**src/hdl/tcpq_pkg.sv**
```systemverilog
// Shared types and constants for the two-class priority queue.
package tcpq_pkg;

	localparam int unsigned ID_W   = 16;
	localparam int unsigned AGE_W  = 7;
	localparam int unsigned PRIO_W = 4;
	localparam int unsigned STAT_W = 3;

	// Request command codes.
	localparam logic CMD_ADD   = 1'b0;
	localparam logic CMD_SERVE = 1'b1;

	// Response status codes.
	localparam logic [STAT_W-1:0] ST_ADDED  = 3'd0;
	localparam logic [STAT_W-1:0] ST_URGENT = 3'd1;
	localparam logic [STAT_W-1:0] ST_NORMAL = 3'd2;
	localparam logic [STAT_W-1:0] ST_EMPTY  = 3'd3;
	localparam logic [STAT_W-1:0] ST_FULL   = 3'd4;

	// Threshold value after reset.
	localparam logic [PRIO_W-1:0] THRESHOLD_RESET = 4'd5;

	// One queued entry.
	typedef struct packed {
		logic [ID_W-1:0]   id;
		logic [AGE_W-1:0]  age;
		logic [PRIO_W-1:0] prio;
	} ent_t;

	// Command broadcast to every cell of the sorted chain.
	typedef struct packed {
		logic insert;
		logic pop;
		ent_t ent;
	} cell_cmd_t;

endpackage

```
**src/hdl/tcpq_ifs.sv**
```systemverilog
// Request, response and configuration channel interfaces.
interface tcpq_req_if;
	logic                          valid;
	logic                          ready;
	logic                          command;
	logic [tcpq_pkg::ID_W-1:0]     entry_id;
	logic [tcpq_pkg::AGE_W-1:0]    entry_age;
	logic [tcpq_pkg::PRIO_W-1:0]   entry_priority;

	modport source(output valid, command, entry_id, entry_age, entry_priority, input ready);
	modport sink(input valid, command, entry_id, entry_age, entry_priority, output ready);
endinterface

interface tcpq_rsp_if;
	logic                          valid;
	logic                          ready;
	logic [tcpq_pkg::STAT_W-1:0]   status;
	logic [tcpq_pkg::ID_W-1:0]     served_id;
	logic [tcpq_pkg::AGE_W-1:0]    served_age;
	logic [tcpq_pkg::PRIO_W-1:0]   served_priority;

	modport source(output valid, status, served_id, served_age, served_priority, input ready);
	modport sink(input valid, status, served_id, served_age, served_priority, output ready);
endinterface

interface tcpq_cfg_if;
	logic                          valid;
	logic                          ready;
	logic [tcpq_pkg::PRIO_W-1:0]   data;

	modport source(output valid, data, input ready);
	modport sink(input valid, data, output ready);
endinterface

```
**src/hdl/tcpq_ram.sv**
```systemverilog
// Generic single-write, single-read RAM with a registered read port.
module tcpq_ram #(
	parameter int unsigned WIDTH = 27,
	parameter int unsigned DEPTH = 16
) (
	input  logic                     clk,
	input  logic                     we,
	input  logic [$clog2(DEPTH)-1:0] waddr,
	input  logic [WIDTH-1:0]         wdata,
	input  logic                     re,
	input  logic [$clog2(DEPTH)-1:0] raddr,
	output logic [WIDTH-1:0]         rdata
);

	logic [WIDTH-1:0] mem_q [DEPTH];

	// Write port and registered read port.
	always_ff @(posedge clk) begin
		if (we) begin
			mem_q[waddr] <= wdata;
		end
		if (re) begin
			rdata <= mem_q[raddr];
		end
	end

endmodule

```
**src/hdl/tcpq_cell.sv**
```systemverilog
// One cell of the sorted urgent chain: holds one entry and trades with its neighbors.
module tcpq_cell (
	input  logic                  clk,
	input  logic                  arst_n,
	input  tcpq_pkg::cell_cmd_t   cmd,
	input  tcpq_pkg::ent_t        left_ent,
	input  logic                  left_vld,
	input  tcpq_pkg::ent_t        right_ent,
	input  logic                  right_vld,
	output tcpq_pkg::ent_t        ent_q,
	output logic                  vld_q
);

	logic left_shifts;
	logic new_here;

	// The left neighbor is displaced when it holds a lower priority than the new entry.
	// The new entry lands in the first cell whose own entry is lower or empty.
	assign left_shifts = left_vld && (left_ent.prio < cmd.ent.prio);
	assign new_here    = left_vld && !left_shifts && (!vld_q || (ent_q.prio < cmd.ent.prio));

	// Valid bit of the cell.
	always_ff @(posedge clk or negedge arst_n) begin
		if (!arst_n) begin
			vld_q <= 1'b0;
		end else if (cmd.pop) begin
			vld_q <= right_vld;
		end else if (cmd.insert && (left_shifts || new_here)) begin
			vld_q <= 1'b1;
		end
	end

	// Entry payload of the cell.
	always_ff @(posedge clk) begin
		if (cmd.pop) begin
			ent_q <= right_ent;
		end else if (cmd.insert && left_shifts) begin
			ent_q <= left_ent;
		end else if (cmd.insert && new_here) begin
			ent_q <= cmd.ent;
		end
	end

endmodule

```
**src/hdl/tcpq_urgent.sv**
```systemverilog
// Sorted urgent queue built as a row of cells, head in the first cell.
module tcpq_urgent #(
	parameter int unsigned URGENT_DEPTH = 16
) (
	input  logic                  clk,
	input  logic                  arst_n,
	input  tcpq_pkg::cell_cmd_t   cmd,
	output tcpq_pkg::ent_t        head_ent,
	output logic                  head_vld,
	output logic                  full
);

	tcpq_pkg::ent_t ent   [URGENT_DEPTH];
	logic           vld   [URGENT_DEPTH];
	tcpq_pkg::ent_t lft_e [URGENT_DEPTH];
	logic           lft_v [URGENT_DEPTH];
	tcpq_pkg::ent_t rgt_e [URGENT_DEPTH];
	logic           rgt_v [URGENT_DEPTH];

	// Neighbor wiring; the chain start looks like a valid top-priority entry,
	// and the chain end looks empty.
	for (genvar i = 0; i < URGENT_DEPTH; i++) begin : g_cell
		if (i == 0) begin : g_first
			assign lft_e[i] = '{id: '0, age: '0, prio: '1};
			assign lft_v[i] = 1'b1;
		end else begin : g_mid_l
			assign lft_e[i] = ent[i-1];
			assign lft_v[i] = vld[i-1];
		end
		if (i == URGENT_DEPTH - 1) begin : g_last
			assign rgt_e[i] = '0;
			assign rgt_v[i] = 1'b0;
		end else begin : g_mid_r
			assign rgt_e[i] = ent[i+1];
			assign rgt_v[i] = vld[i+1];
		end

		tcpq_cell u_cell (
			.clk       (clk),
			.arst_n    (arst_n),
			.cmd       (cmd),
			.left_ent  (lft_e[i]),
			.left_vld  (lft_v[i]),
			.right_ent (rgt_e[i]),
			.right_vld (rgt_v[i]),
			.ent_q     (ent[i]),
			.vld_q     (vld[i])
		);
	end

	// Occupied cells are always packed toward the head.
	assign head_ent = ent[0];
	assign head_vld = vld[0];
	assign full     = vld[URGENT_DEPTH-1];

endmodule

```
**src/hdl/two_class_priority_queue.sv**
```systemverilog
// Top level: urgent sorted chain, normal FIFO in RAM, response staging.
// An accepted request passes through stage 1 and then the response register;
// stage 1 holds while a pending response is not taken.
// Throughput: one request per cycle while responses are taken; stage 1
// waits for the registered read port of the normal-queue RAM.
// Reset clears the chain valid bits, FIFO pointers and count, the pipeline,
// and sets the threshold to 5; the FIFO RAM is not cleared.
module two_class_priority_queue #(
	parameter int unsigned URGENT_DEPTH = 16,
	parameter int unsigned NORMAL_DEPTH = 16
) (
	input logic        clk,
	input logic        arst_n,
	tcpq_req_if.sink   req,
	tcpq_rsp_if.source rsp,
	tcpq_cfg_if.sink   cfg
);

	localparam int unsigned NPTR_W = $clog2(NORMAL_DEPTH);
	localparam int unsigned NCNT_W = $clog2(NORMAL_DEPTH + 1);
	localparam int unsigned ENT_W  = $bits(tcpq_pkg::ent_t);

	logic [tcpq_pkg::PRIO_W-1:0] thr_q;
	logic [NPTR_W-1:0]           nrm_head_q;
	logic [NPTR_W-1:0]           nrm_tail_q;
	logic [NCNT_W-1:0]           nrm_count_q;

	tcpq_pkg::cell_cmd_t         ucmd;
	tcpq_pkg::ent_t              uhead;
	logic                        uhead_vld;
	logic                        ufull;

	tcpq_pkg::ent_t              new_ent;
	logic                        accept;
	logic                        is_add;
	logic                        is_urg;
	logic                        nrm_full;
	logic                        nrm_empty;
	logic                        add_urg;
	logic                        add_nrm;
	logic                        srv_urg;
	logic                        srv_nrm;
	logic [tcpq_pkg::STAT_W-1:0] status_d;

	logic                        valid_s1;
	logic                        from_ram_s1;
	logic [tcpq_pkg::STAT_W-1:0] status_s1;
	tcpq_pkg::ent_t              ent_s1;
	logic                        advance_s1;

	logic [ENT_W-1:0]            ram_rdata;
	tcpq_pkg::ent_t              ram_ent;

	logic                        rsp_valid_q;
	logic [tcpq_pkg::STAT_W-1:0] status_q;
	tcpq_pkg::ent_t              served_q;

	// Configuration register; writes are always taken.
	assign cfg.ready = 1'b1;

	always_ff @(posedge clk or negedge arst_n) begin
		if (!arst_n) begin
			thr_q <= tcpq_pkg::THRESHOLD_RESET;
		end else if (cfg.valid) begin
			thr_q <= cfg.data;
		end
	end

	// Request decode.
	assign advance_s1 = valid_s1 && (!rsp_valid_q || rsp.ready);
	assign req.ready  = !valid_s1 || advance_s1;
	assign accept     = req.valid && req.ready;

	assign new_ent   = '{id: req.entry_id, age: req.entry_age, prio: req.entry_priority};
	assign is_add    = (req.command == tcpq_pkg::CMD_ADD);
	assign is_urg    = (req.entry_priority > thr_q);
	assign nrm_full  = (nrm_count_q == NCNT_W'(NORMAL_DEPTH));
	assign nrm_empty = (nrm_count_q == '0);

	assign add_urg = accept && is_add && is_urg && !ufull;
	assign add_nrm = accept && is_add && !is_urg && !nrm_full;
	assign srv_urg = accept && !is_add && uhead_vld;
	assign srv_nrm = accept && !is_add && !uhead_vld && !nrm_empty;

	// Status of the request.
	always_comb begin
		if (is_add) begin
			status_d = (is_urg ? ufull : nrm_full) ? tcpq_pkg::ST_FULL : tcpq_pkg::ST_ADDED;
		end else if (uhead_vld) begin
			status_d = tcpq_pkg::ST_URGENT;
		end else if (!nrm_empty) begin
			status_d = tcpq_pkg::ST_NORMAL;
		end else begin
			status_d = tcpq_pkg::ST_EMPTY;
		end
	end

	// Sorted urgent chain.
	assign ucmd = '{insert: add_urg, pop: srv_urg, ent: new_ent};

	tcpq_urgent #(
		.URGENT_DEPTH (URGENT_DEPTH)
	) u_urgent (
		.clk      (clk),
		.arst_n   (arst_n),
		.cmd      (ucmd),
		.head_ent (uhead),
		.head_vld (uhead_vld),
		.full     (ufull)
	);

	// Normal FIFO storage.
	tcpq_ram #(
		.WIDTH (ENT_W),
		.DEPTH (NORMAL_DEPTH)
	) u_nrm_ram (
		.clk   (clk),
		.we    (add_nrm),
		.waddr (nrm_tail_q),
		.wdata (new_ent),
		.re    (srv_nrm),
		.raddr (nrm_head_q),
		.rdata (ram_rdata)
	);

	assign ram_ent = ram_rdata;

	// Normal FIFO pointers and count.
	always_ff @(posedge clk or negedge arst_n) begin
		if (!arst_n) begin
			nrm_head_q  <= '0;
			nrm_tail_q  <= '0;
			nrm_count_q <= '0;
		end else begin
			if (add_nrm) begin
				nrm_tail_q <= (nrm_tail_q == NPTR_W'(NORMAL_DEPTH - 1)) ? '0 : nrm_tail_q + 1'b1;
			end
			if (srv_nrm) begin
				nrm_head_q <= (nrm_head_q == NPTR_W'(NORMAL_DEPTH - 1)) ? '0 : nrm_head_q + 1'b1;
			end
			if (add_nrm) begin
				nrm_count_q <= nrm_count_q + 1'b1;
			end else if (srv_nrm) begin
				nrm_count_q <= nrm_count_q - 1'b1;
			end
		end
	end

	// Stage 1: status and urgent head wait while the RAM read completes.
	always_ff @(posedge clk or negedge arst_n) begin
		if (!arst_n) begin
			valid_s1 <= 1'b0;
		end else if (accept) begin
			valid_s1 <= 1'b1;
		end else if (advance_s1) begin
			valid_s1 <= 1'b0;
		end
	end

	always_ff @(posedge clk) begin
		if (accept) begin
			status_s1   <= status_d;
			from_ram_s1 <= srv_nrm;
			ent_s1      <= srv_urg ? uhead : '0;
		end
	end

	// Response register.
	always_ff @(posedge clk or negedge arst_n) begin
		if (!arst_n) begin
			rsp_valid_q <= 1'b0;
		end else if (advance_s1) begin
			rsp_valid_q <= 1'b1;
		end else if (rsp.ready) begin
			rsp_valid_q <= 1'b0;
		end
	end

	always_ff @(posedge clk) begin
		if (advance_s1) begin
			status_q <= status_s1;
			served_q <= from_ram_s1 ? ram_ent : ent_s1;
		end
	end

	assign rsp.valid           = rsp_valid_q;
	assign rsp.status          = status_q;
	assign rsp.served_id       = served_q.id;
	assign rsp.served_age      = served_q.age;
	assign rsp.served_priority = served_q.prio;

	// A full chain always has a head.
	a_full_has_head: assert property (@(posedge clk) disable iff (!arst_n)
		ufull |-> uhead_vld)
		else $error("urgent chain full without a head entry");

	// The normal count never passes the FIFO depth.
	a_nrm_count: assert property (@(posedge clk) disable iff (!arst_n)
		nrm_count_q <= NCNT_W'(NORMAL_DEPTH))
		else $error("normal queue count exceeds depth");

	// A serve with an urgent head pending reports an urgent serve.
	a_urgent_first: assert property (@(posedge clk) disable iff (!arst_n)
		(accept && !is_add && uhead_vld) |=> (status_s1 == tcpq_pkg::ST_URGENT))
		else $error("serve skipped a pending urgent entry");

	// A stalled stage 1 keeps its request.
	a_s1_hold: assert property (@(posedge clk) disable iff (!arst_n)
		(valid_s1 && !advance_s1) |=> (valid_s1 && $stable(status_s1)))
		else $error("stage 1 request lost while stalled");

endmodule
```
**src/flat_wrapper.sv**
```systemverilog
// flat-port wrapper written by rule: the top's interface ports become plain ports
module two_class_priority_queue_flat 
#(
	parameter int unsigned URGENT_DEPTH = 16,
	parameter int unsigned NORMAL_DEPTH = 16
)
  (clk, arst_n, req_valid, req_command, req_entry_id, req_entry_age, req_entry_priority, req_ready, rsp_valid, rsp_status, rsp_served_id, rsp_served_age, rsp_served_priority, rsp_ready, cfg_valid, cfg_data, cfg_ready);
  tcpq_req_if req_i ();
  tcpq_rsp_if rsp_i ();
  tcpq_cfg_if cfg_i ();
  input logic clk;
  input logic arst_n;
  input wire logic [$bits(req_i.valid)-1:0] req_valid;
  input wire logic [$bits(req_i.command)-1:0] req_command;
  input wire logic [$bits(req_i.entry_id)-1:0] req_entry_id;
  input wire logic [$bits(req_i.entry_age)-1:0] req_entry_age;
  input wire logic [$bits(req_i.entry_priority)-1:0] req_entry_priority;
  output wire logic [$bits(req_i.ready)-1:0] req_ready;
  output wire logic [$bits(rsp_i.valid)-1:0] rsp_valid;
  output wire logic [$bits(rsp_i.status)-1:0] rsp_status;
  output wire logic [$bits(rsp_i.served_id)-1:0] rsp_served_id;
  output wire logic [$bits(rsp_i.served_age)-1:0] rsp_served_age;
  output wire logic [$bits(rsp_i.served_priority)-1:0] rsp_served_priority;
  input wire logic [$bits(rsp_i.ready)-1:0] rsp_ready;
  input wire logic [$bits(cfg_i.valid)-1:0] cfg_valid;
  input wire logic [$bits(cfg_i.data)-1:0] cfg_data;
  output wire logic [$bits(cfg_i.ready)-1:0] cfg_ready;
  assign req_i.valid = req_valid;
  assign req_i.command = req_command;
  assign req_i.entry_id = req_entry_id;
  assign req_i.entry_age = req_entry_age;
  assign req_i.entry_priority = req_entry_priority;
  assign req_ready = req_i.ready;
  assign rsp_valid = rsp_i.valid;
  assign rsp_status = rsp_i.status;
  assign rsp_served_id = rsp_i.served_id;
  assign rsp_served_age = rsp_i.served_age;
  assign rsp_served_priority = rsp_i.served_priority;
  assign rsp_i.ready = rsp_ready;
  assign cfg_i.valid = cfg_valid;
  assign cfg_i.data = cfg_data;
  assign cfg_ready = cfg_i.ready;
  two_class_priority_queue #(.URGENT_DEPTH(URGENT_DEPTH), .NORMAL_DEPTH(NORMAL_DEPTH)) u_core (.clk(clk), .arst_n(arst_n), .req(req_i), .rsp(rsp_i), .cfg(cfg_i));
endmodule
```
**config.mk**
```make
export PLATFORM = sky130hd
export DESIGN_NAME = two_class_priority_queue_flat
export DESIGN_NICKNAME = d
export VERILOG_FILES = /design/src/hdl/tcpq_pkg.sv /design/src/hdl/tcpq_ifs.sv /design/src/hdl/tcpq_ram.sv /design/src/hdl/tcpq_cell.sv /design/src/hdl/tcpq_urgent.sv /design/src/hdl/two_class_priority_queue.sv /design/src/flat_wrapper.sv
export SDC_FILE = /design/constraint.sdc
export NUM_CORES = 1
export LEC_CHECK = 0
export BUFFER_PORTS_ARGS = -buffer_cell sky130_fd_sc_hd__buf_2
export CAP_MARGIN = 5
export CORE_MARGIN = 2
export CORE_UTILIZATION = 40
export DETAILED_ROUTE_END_ITERATION = 10
export HOLD_SLACK_MARGIN = 0.1
export PLACE_DENSITY = 0.59
export SKIP_LAST_GASP = 1
export SLEW_MARGIN = 20
export SYNTH_ARGS = -nofsm -noshare
export SYNTH_HDL_FRONTEND = slang
export SYNTH_HIERARCHICAL = 1
export SYNTH_SLANG_ARGS = --single-unit
```
**constraint.sdc**
```tcl
create_clock -name clk -period 11.55 [get_ports clk]
set_clock_uncertainty 0.15 [all_clocks]
set_input_delay 0.5775 -clock clk [delete_from_list [all_inputs] [get_ports clk]]
set_output_delay 0.5775 -clock clk [all_outputs]
set_load 0.01 [all_outputs]
```
==> impl_results.md, run 1 <==
* Pre-CTS WS at 5.67 ns
* PnR worst setup slack at just over 6 ns
* PwrDens at around 170 mW/mm²
* Critical path fanouts, max at between 80 and 90
* Final TNS setup at 0 ns
* Maxcap violations at 0
* Ys async rst share at 0.0355
* Post-DRT Antenna Nets at 0
* Layout cell share with drive strength beyond 1 at 0.170
* Run status: finished clean
* Final instance area at between 0.06 and 0.07 mm²
* Synth warn at 6
* Die area at approximately 0.15 mm²
* Die W at 382 µm
* Worst relative slew slack at 0.238
* Crit path cell chain: dlygate4sd3_1, buf_2, and3b_1, nor2_4, buf_4, and3_4, buf_4, buf_4, nand2b_1, buf_4, o22ai_1, o21ai_2, buf_4
* Setup-failing EPs final at 0
* Clk sinks at about 990
* Cells after Synth at 5226
* Worst-margin pin slew at ~1.1 ns
* Pin count of the biggest net entering global routing at between 100 and 150
* Global-route wire length before repair at 270000 µm
* Crit path DAT at roughly 5.6 ns
* Worst EP required at 11.84 ns
* Final Core Density at 0.443
* Vias in the first global route at 41.9k
* Routed via count at 44.1k
* Iter 0 DRT Violations at 5383
* Clock Pin Slew Worst Setup and Hold Paths at 0.06 ns
* Ys flop type: edfxtp_1
* Mean Syn Cell Area at 10.9 µm²
* Layout Nets at 5330
* Worst Hold Depth at 2
* Pins Over Slew Limit at 0
* DR WL/cell at 25.1 µm
* EDFF count, synth at 952
* Register area share after synthesis at 0.516
* CTS tree: done
* Pre-antenna DRT Iters at 6
* RD Place Congestion at 0.838
* Yosys reg bits at around 990
* Standard-cell row count at 138
* Post-CTS sizing at 0
* Cell taking the most area after synthesis: edfxtp_1
* Fillers at ~13k
* Worst path most repeated cell: buf_4
* Clock buffer depth at 3
* HP Class: in2reg
* Most instantiated cells after synthesis: edfxtp_1, nor3_1, nor2_1
* Number of vias per cell at 6.15
* Final worst-path cycle share at 0.461
* R2R Setup Slk at 6.29 ns
* Syn Std Cell Area at between 0.05 and 0.06 mm²
* Core box area at 0.142 mm²
* CTS Buf Count at 107
* Critical Path Max Stage Delay at 0.73 ns
* VDD IR max at 135 µV
* CP Class: in2reg
* Upper clock frequency limit at 188 MHz
* GRT Total Usage at 0.239
* Tmin final at between 5 and 6 ns
* GRT Residual Overflow at 0
* I/O pin cnt at 70
* Buffers on Ports at 68
* Insertion delay to the later sink of the worst-skew pair at 0.75 ns
* Synth top area share at 0.501
* Power Total at 11.0 mW
* H-tree depth at 3
* Initial Utilization at 0.403
* Top-count cell post-synth: edfxtp_1
* R2R cell count at 11
* Dpl hpwl at 108000 µm
* Root buf cell: clkbuf_16
* RSZ-0062 raised after global routing: no
* Slowest CP cell: buf_4
* Largest cells by area after synthesis: edfxtp_1, a221oi_2, nor3_1, nor2_1, mux4_2
* Area grow syn2layout at 9.87%
* Final Hold Vio Count at 0
* Placed Instance Area at 0.0591 mm²
* Worst setup EP type: flip-flop
* DRC at 0
* DIE HEIGHT at around 380 µm
* WL final at ~180000 µm
* Post-synthesis cell type count at 57
* Leakage power at about 20 nW
* Initial antenna violation count at 4
* Crit start category: input pin
[state kept, by name (all words and copies together) (netlist names), 5 cells and up]
name and count:
u_core/ent_s1 27, u_core/u_urgent/g_cell.u_cell/vld_q 16, u_core/rsp.served_id 16, u_core/u_nrm_ram/mem_q 432
u_core/nrm_count_q 5, u_core/u_nrm_ram/rdata 27, u_core/rsp.served_age 7, u_core/u_urgent/g_cell.u_cell/ent_q 432
[cells in the final DEF (no fill, tap or decap), types with 91 or more instances in the layout]
cell type	count
nand2_1	516
a221oi_1	128
mux4_2	108
nor2_1	816
a221oi_2	304
edfxtp_1	952
or3_1	384
ha_1	103
nor3_1	864
conb_1	91
buf_4	137
clkbuf_16	107
[final timing paths]
kind                                                   start                                             endpoint
min                                              req_command                    u_core/status_s1[1]$_SDFFCE_PN0N_
max reg2reg                      u_core/valid_s1$_DFFE_PN0P_  u_core/u_urgent/g_cell[0].u_cell/ent_q[0]$_DFFE_PP_
min reg2reg                u_core/status_s1[0]$_SDFFCE_PN0N_                       u_core/rsp.status[0]$_DFFE_PP_
min in group asynchronous                             arst_n                    u_core/nrm_count_q[3]$_DFFE_PN0P_
max                                                rsp_ready  u_core/u_urgent/g_cell[0].u_cell/ent_q[0]$_DFFE_PP_
max in group asynchronous                             arst_n                     u_core/nrm_head_q[1]$_DFFE_PN0P_
[per-layer routing]
| layer | vias to the layer above | part of all wire | global-route usage |
|---|---|---|---|
| li1 | 19800 | - | - |
| met4 | 0 | 0.022 | 0.0636 |
| met3 | 198 | 0.076 | 0.0317 |
| met1 | 22200 | 0.43 | 0.339 |
| met5 | - | 0 | 0 |
| met2 | 1944 | 0.47 | 0.384 |
[cells by family after synthesis]
logic type	share of synthesized area
and+or+nand+nor	0.228
DFF	0.516
AOI/OAI and AO/OA	0.133
buffers and inverters	0.0490
muxes	0.0497
adders and majority gates	0.0234
xor gates and xnor gates	0.000920
other	0.000197
[worst max-delay path: cells and delay by family]
kind            cells  cell delay (ns)
compound gates      2             0.54
buf+inv             7             3.07
simple gates        4             1.23
[repair_timing]
action / 4_1_cts / 5_1_grt
buffers inserted: 0 / 0
endpoints found under the hold margin: 39 / 0
hold buffers: 14 / 0
[per-stage QoR]
stage	cells	hold WS (ns)
finish	7170	0.191
global route	7169	0.162
CTS	7169	0.135
detailed placement	6954	0.261
global placement	6950	0.251
floorplan	5314	0.132
[final cells by class]
type	count	area (µm²)	share of cell area
multi-input cells	3812	25600	0.408
well taps	1890	2360	0.0377
clock buffers	146	2880	0.0460
repair buffers	222	1590	0.0253
diodes	1	2.50	0.0000399
inverters	57	214	0.00341
flip-flops and latches	987	29500	0.470
clock inverters	55	636	0.0101
[power breakdown]
part	switching, mW	leakage, nW	internal (mW)
combinational	1.70	9.68	1.10
sequential	0.353	9.12	4.35
clock	1.52	1.70	1.96
total	3.56	20.5	7.41
Note: power is estimated with default switching activity, not from simulation.
==> inputs of run 2 (changes only) <==
--- a/config.mk
+++ b/config.mk
@@ -11,7 +11,7 @@
 export CORE_UTILIZATION = 40
 export DETAILED_ROUTE_END_ITERATION = 10
 export HOLD_SLACK_MARGIN = 0.1
-export PLACE_DENSITY = 0.59
+export PLACE_DENSITY = 0.61
 export SKIP_LAST_GASP = 1
 export SLEW_MARGIN = 20
 export SYNTH_ARGS = -nofsm -noshare
==> constraint.sdc (replaced) <==
create_clock -name clk -period 4.75 [get_ports clk]
set_clock_uncertainty 0.15 [all_clocks]
set_input_delay 0.2375 -clock clk [delete_from_list [all_inputs] [get_ports clk]]
set_output_delay 0.2375 -clock clk [all_outputs]
set_load 0.01 [all_outputs]
==> impl_results.md, run 2 (synthesized netlist as in run 1, its figures left out) <==
* Run status: finished clean
* Biggest regs: u_core/u_nrm_ram/mem_q: 432 flops, u_core/u_urgent/g_cell.u_cell/ent_q: 432 flops
* Vias in the first global route at 42.1k (+0.25%)
* H-tree depth at 3 (unchanged)
* Pre-antenna DRT Iters at 6 (unchanged)
* Pre-CTS WS at 0.666 ns (-5.00 ns)
* Clock Pin Slew Worst Setup and Hold Paths at 0.07 ns (about the same)
* Number of vias per cell at 6.16 (+0.16%)
* Maxcap violations at 0 (unchanged)
* GRT Total Usage at 0.237 (-0.00152)
* PnR worst setup slack at 0.487 ns (-5.74 ns)
* Pins Over Slew Limit at 0 (unchanged)
* Upper clock frequency limit at 235 MHz
* GRT Residual Overflow at 0 (unchanged)
* Standard-cell row count at 138 (unchanged)
* VDD IR max at 366 µV (+170%)
* Dpl hpwl at 114000 µm (+5.2%)
* RD Place Congestion at 0.847 (+1.2%)
* Initial Utilization at 0.403 (unchanged)
* Layout cell share with drive strength beyond 1 at 0.179 (+0.00873)
* PwrDens at 426 mW/mm² (+140%)
* RSZ-0062 raised after global routing: no
* HP Class: in2reg
* WL final at 178000 µm (-0.87%)
* Root buf cell: clkbuf_16
* Die W at 382 µm (unchanged)
* Post-DRT Antenna Nets at 0 (unchanged)
* Reg2reg end: u_core/u_urgent/g_cell[6].u_cell/ent_q[9]$_DFFE_PP_
* Core box area at 0.142 mm² (unchanged)
* Worst EP required at 5.04 ns (-6.80 ns)
* Iter 0 DRT Violations at 5594 (+3.9%)
* Most common cell after layout, fill and taps aside: edfxtp_1
* R2R cell count at 11 (unchanged)
* Most frequent cells in the layout: edfxtp_1, nor3_1, nor2_1
* R2R Setup Slk at 0.49 ns (-5.80 ns)
* DR WL/cell at 24.6 µm (-1.9%)
* Initial antenna violation count at 2 (-2)
* Crit path DAT at 4.56 ns (-1.05 ns)
* Leakage power at 21.0 nW (+2.4%)
* Hold_buf cts at 38 (+24)
* Layout Nets at 5408 (+1.5%)
* CTS Buf Count at 108 (+0.93%)
* Critical path fanouts, max at 47 (-44%)
* Clk sinks at 987 (unchanged)
* Area grow syn2layout at 11.4%
* Setup-failing EPs final at 0 (unchanged)
* DIE HEIGHT at 382 µm (unchanged)
* Global-route wire length before repair at 269000 µm (-0.51%)
* Post-CTS sizing at 0 (unchanged)
* Worst setup EP type: flip-flop
* Clock buffer depth at 3 (unchanged)
* Pin count of the biggest net entering global routing at 119 (+1.7%)
* CTS tree: done
* DRC at 0 (unchanged)
* Routed via count at 44.6k (+1.2%)
* Launching point of the worst reg2reg path: u_core/thr_q[2]$_DFFE_PN1P_
* Final Hold Vio Count at 0 (unchanged)
* Worst relative slew slack at 0.211 (-0.0270)
* Final worst-path cycle share at 0.897
* Worst Hold Path EP: u_core/u_urgent/g_cell[1].u_cell/ent_q[13]$_DFFE_PP_
* Buffers on Ports at 68 (unchanged)
* Worst Hold Depth at 4 (+2)
* Min-delay src: req_entry_id[2]
* Die area at 0.146 mm² (unchanged)
* Worst-margin pin slew at 1.18 ns (+0.0405 ns)
* Fillers at 13.0k (-0.46%)
* Crit start category: flip-flop
* Tmin final at between 4 and 5 ns
* CP Class: reg2reg
* Post-CTS Setup Inserts at 0 (unchanged)
* WHS at 0.172 ns (-0.0198 ns)
* Insertion delay to the later sink of the worst-skew pair at 0.76 ns (about the same)
* I/O pin cnt at 70 (unchanged)
* Final TNS setup at 0 ns (unchanged)
[run 2: changes by cell type in the layout (fill, tap and decap cells not counted), sizes merged]
cell,change
clkinvlp,+4
clkinv,-2
dlygate4sd3,+26
bufinv,+5
buf,+51
diode,+1
clkbuf,-12
[run 2: per-stage QoR]
stage	power (mW)	utilization	instances	cell area, µm²
2_1_floorplan	16.2	-	5314	57500
3_3_place_gp	18.3	0.420	7005	59500
3_5_place_dp	18.4	0.420	7005	59500
4_1_cts	27.2	0.449	7239	63600
5_1_grt	28.2	0.449	7241	63600
6_report	27.1	0.449	7243	63600
[run 2: where the power goes]
| group | total [mW] | switching, mW | internal, mW |
|---|---|---|---|
| logic | 6.81 | 4.03 | 2.77 |
| registers | 11.5 | 0.901 | 10.6 |
| clock network | 8.85 | 3.74 | 5.11 |
[run 2: worst max-delay path by stage]
stage | depth (start not counted) | slack [ns] | start | to
after global placement | 11 | 0.71 | u_core/thr_q[2]$_DFFE_PN1P_ | u_core/u_urgent/g_cell[8].u_cell/ent_q[25]$_DFFE_PP_
after global routing | 11 | 0.34 | u_core/thr_q[2]$_DFFE_PN1P_ | u_core/u_urgent/g_cell[6].u_cell/ent_q[9]$_DFFE_PP_
after floorplan | 8 | 0.08 | u_core/rsp.valid$_DFFE_PN0P_ | u_core/u_urgent/g_cell[0].u_cell/ent_q[0]$_DFFE_PP_
after CTS | 11 | 0.58 | u_core/thr_q[2]$_DFFE_PN1P_ | u_core/u_urgent/g_cell[6].u_cell/ent_q[25]$_DFFE_PP_
after detailed placement | 11 | 0.67 | u_core/thr_q[2]$_DFFE_PN1P_ | u_core/u_urgent/g_cell[0].u_cell/ent_q[13]$_DFFE_PP_
final | 11 | 0.49 | u_core/thr_q[2]$_DFFE_PN1P_ | u_core/u_urgent/g_cell[6].u_cell/ent_q[9]$_DFFE_PP_
[run 2: layout make-up]
type                            count  area [µm²]  share of cell area
Antenna cell                        2        5.00           0.0000787
Clock buffer                      134        2890              0.0454
Clock inverter                     62         831              0.0131
Inverter                           57         214             0.00336
Multi-Input combinational cell   3812       25500               0.401
Sequential cell                   987       29500               0.463
Tap cell                         1890        2360              0.0372
Timing Repair Buffer              299        2310              0.0363
[run 2: per-layer routing]
layer,vias to the layer above,share of wire,global-route usage
met5,-,0,0
met3,298,0.082,0.0319
li1,19900,-,-
met2,2231,0.46,0.373
met1,22200,0.42,0.337
met4,0,0.032,0.0815
[run 2: critical path, stage by stage, from the launching register on]
cell and delay (ns):
dfstp_2 0.52, inv_1 0.05, ha_1 0.26, and2_1 0.15, o21ai_0 0.12, a32o_1 0.31
nor4b_4 0.35, buf_12 0.30, and3b_1 0.55, or2b_1 0.68, nor2_1 0.32, a221oi_2 0.09
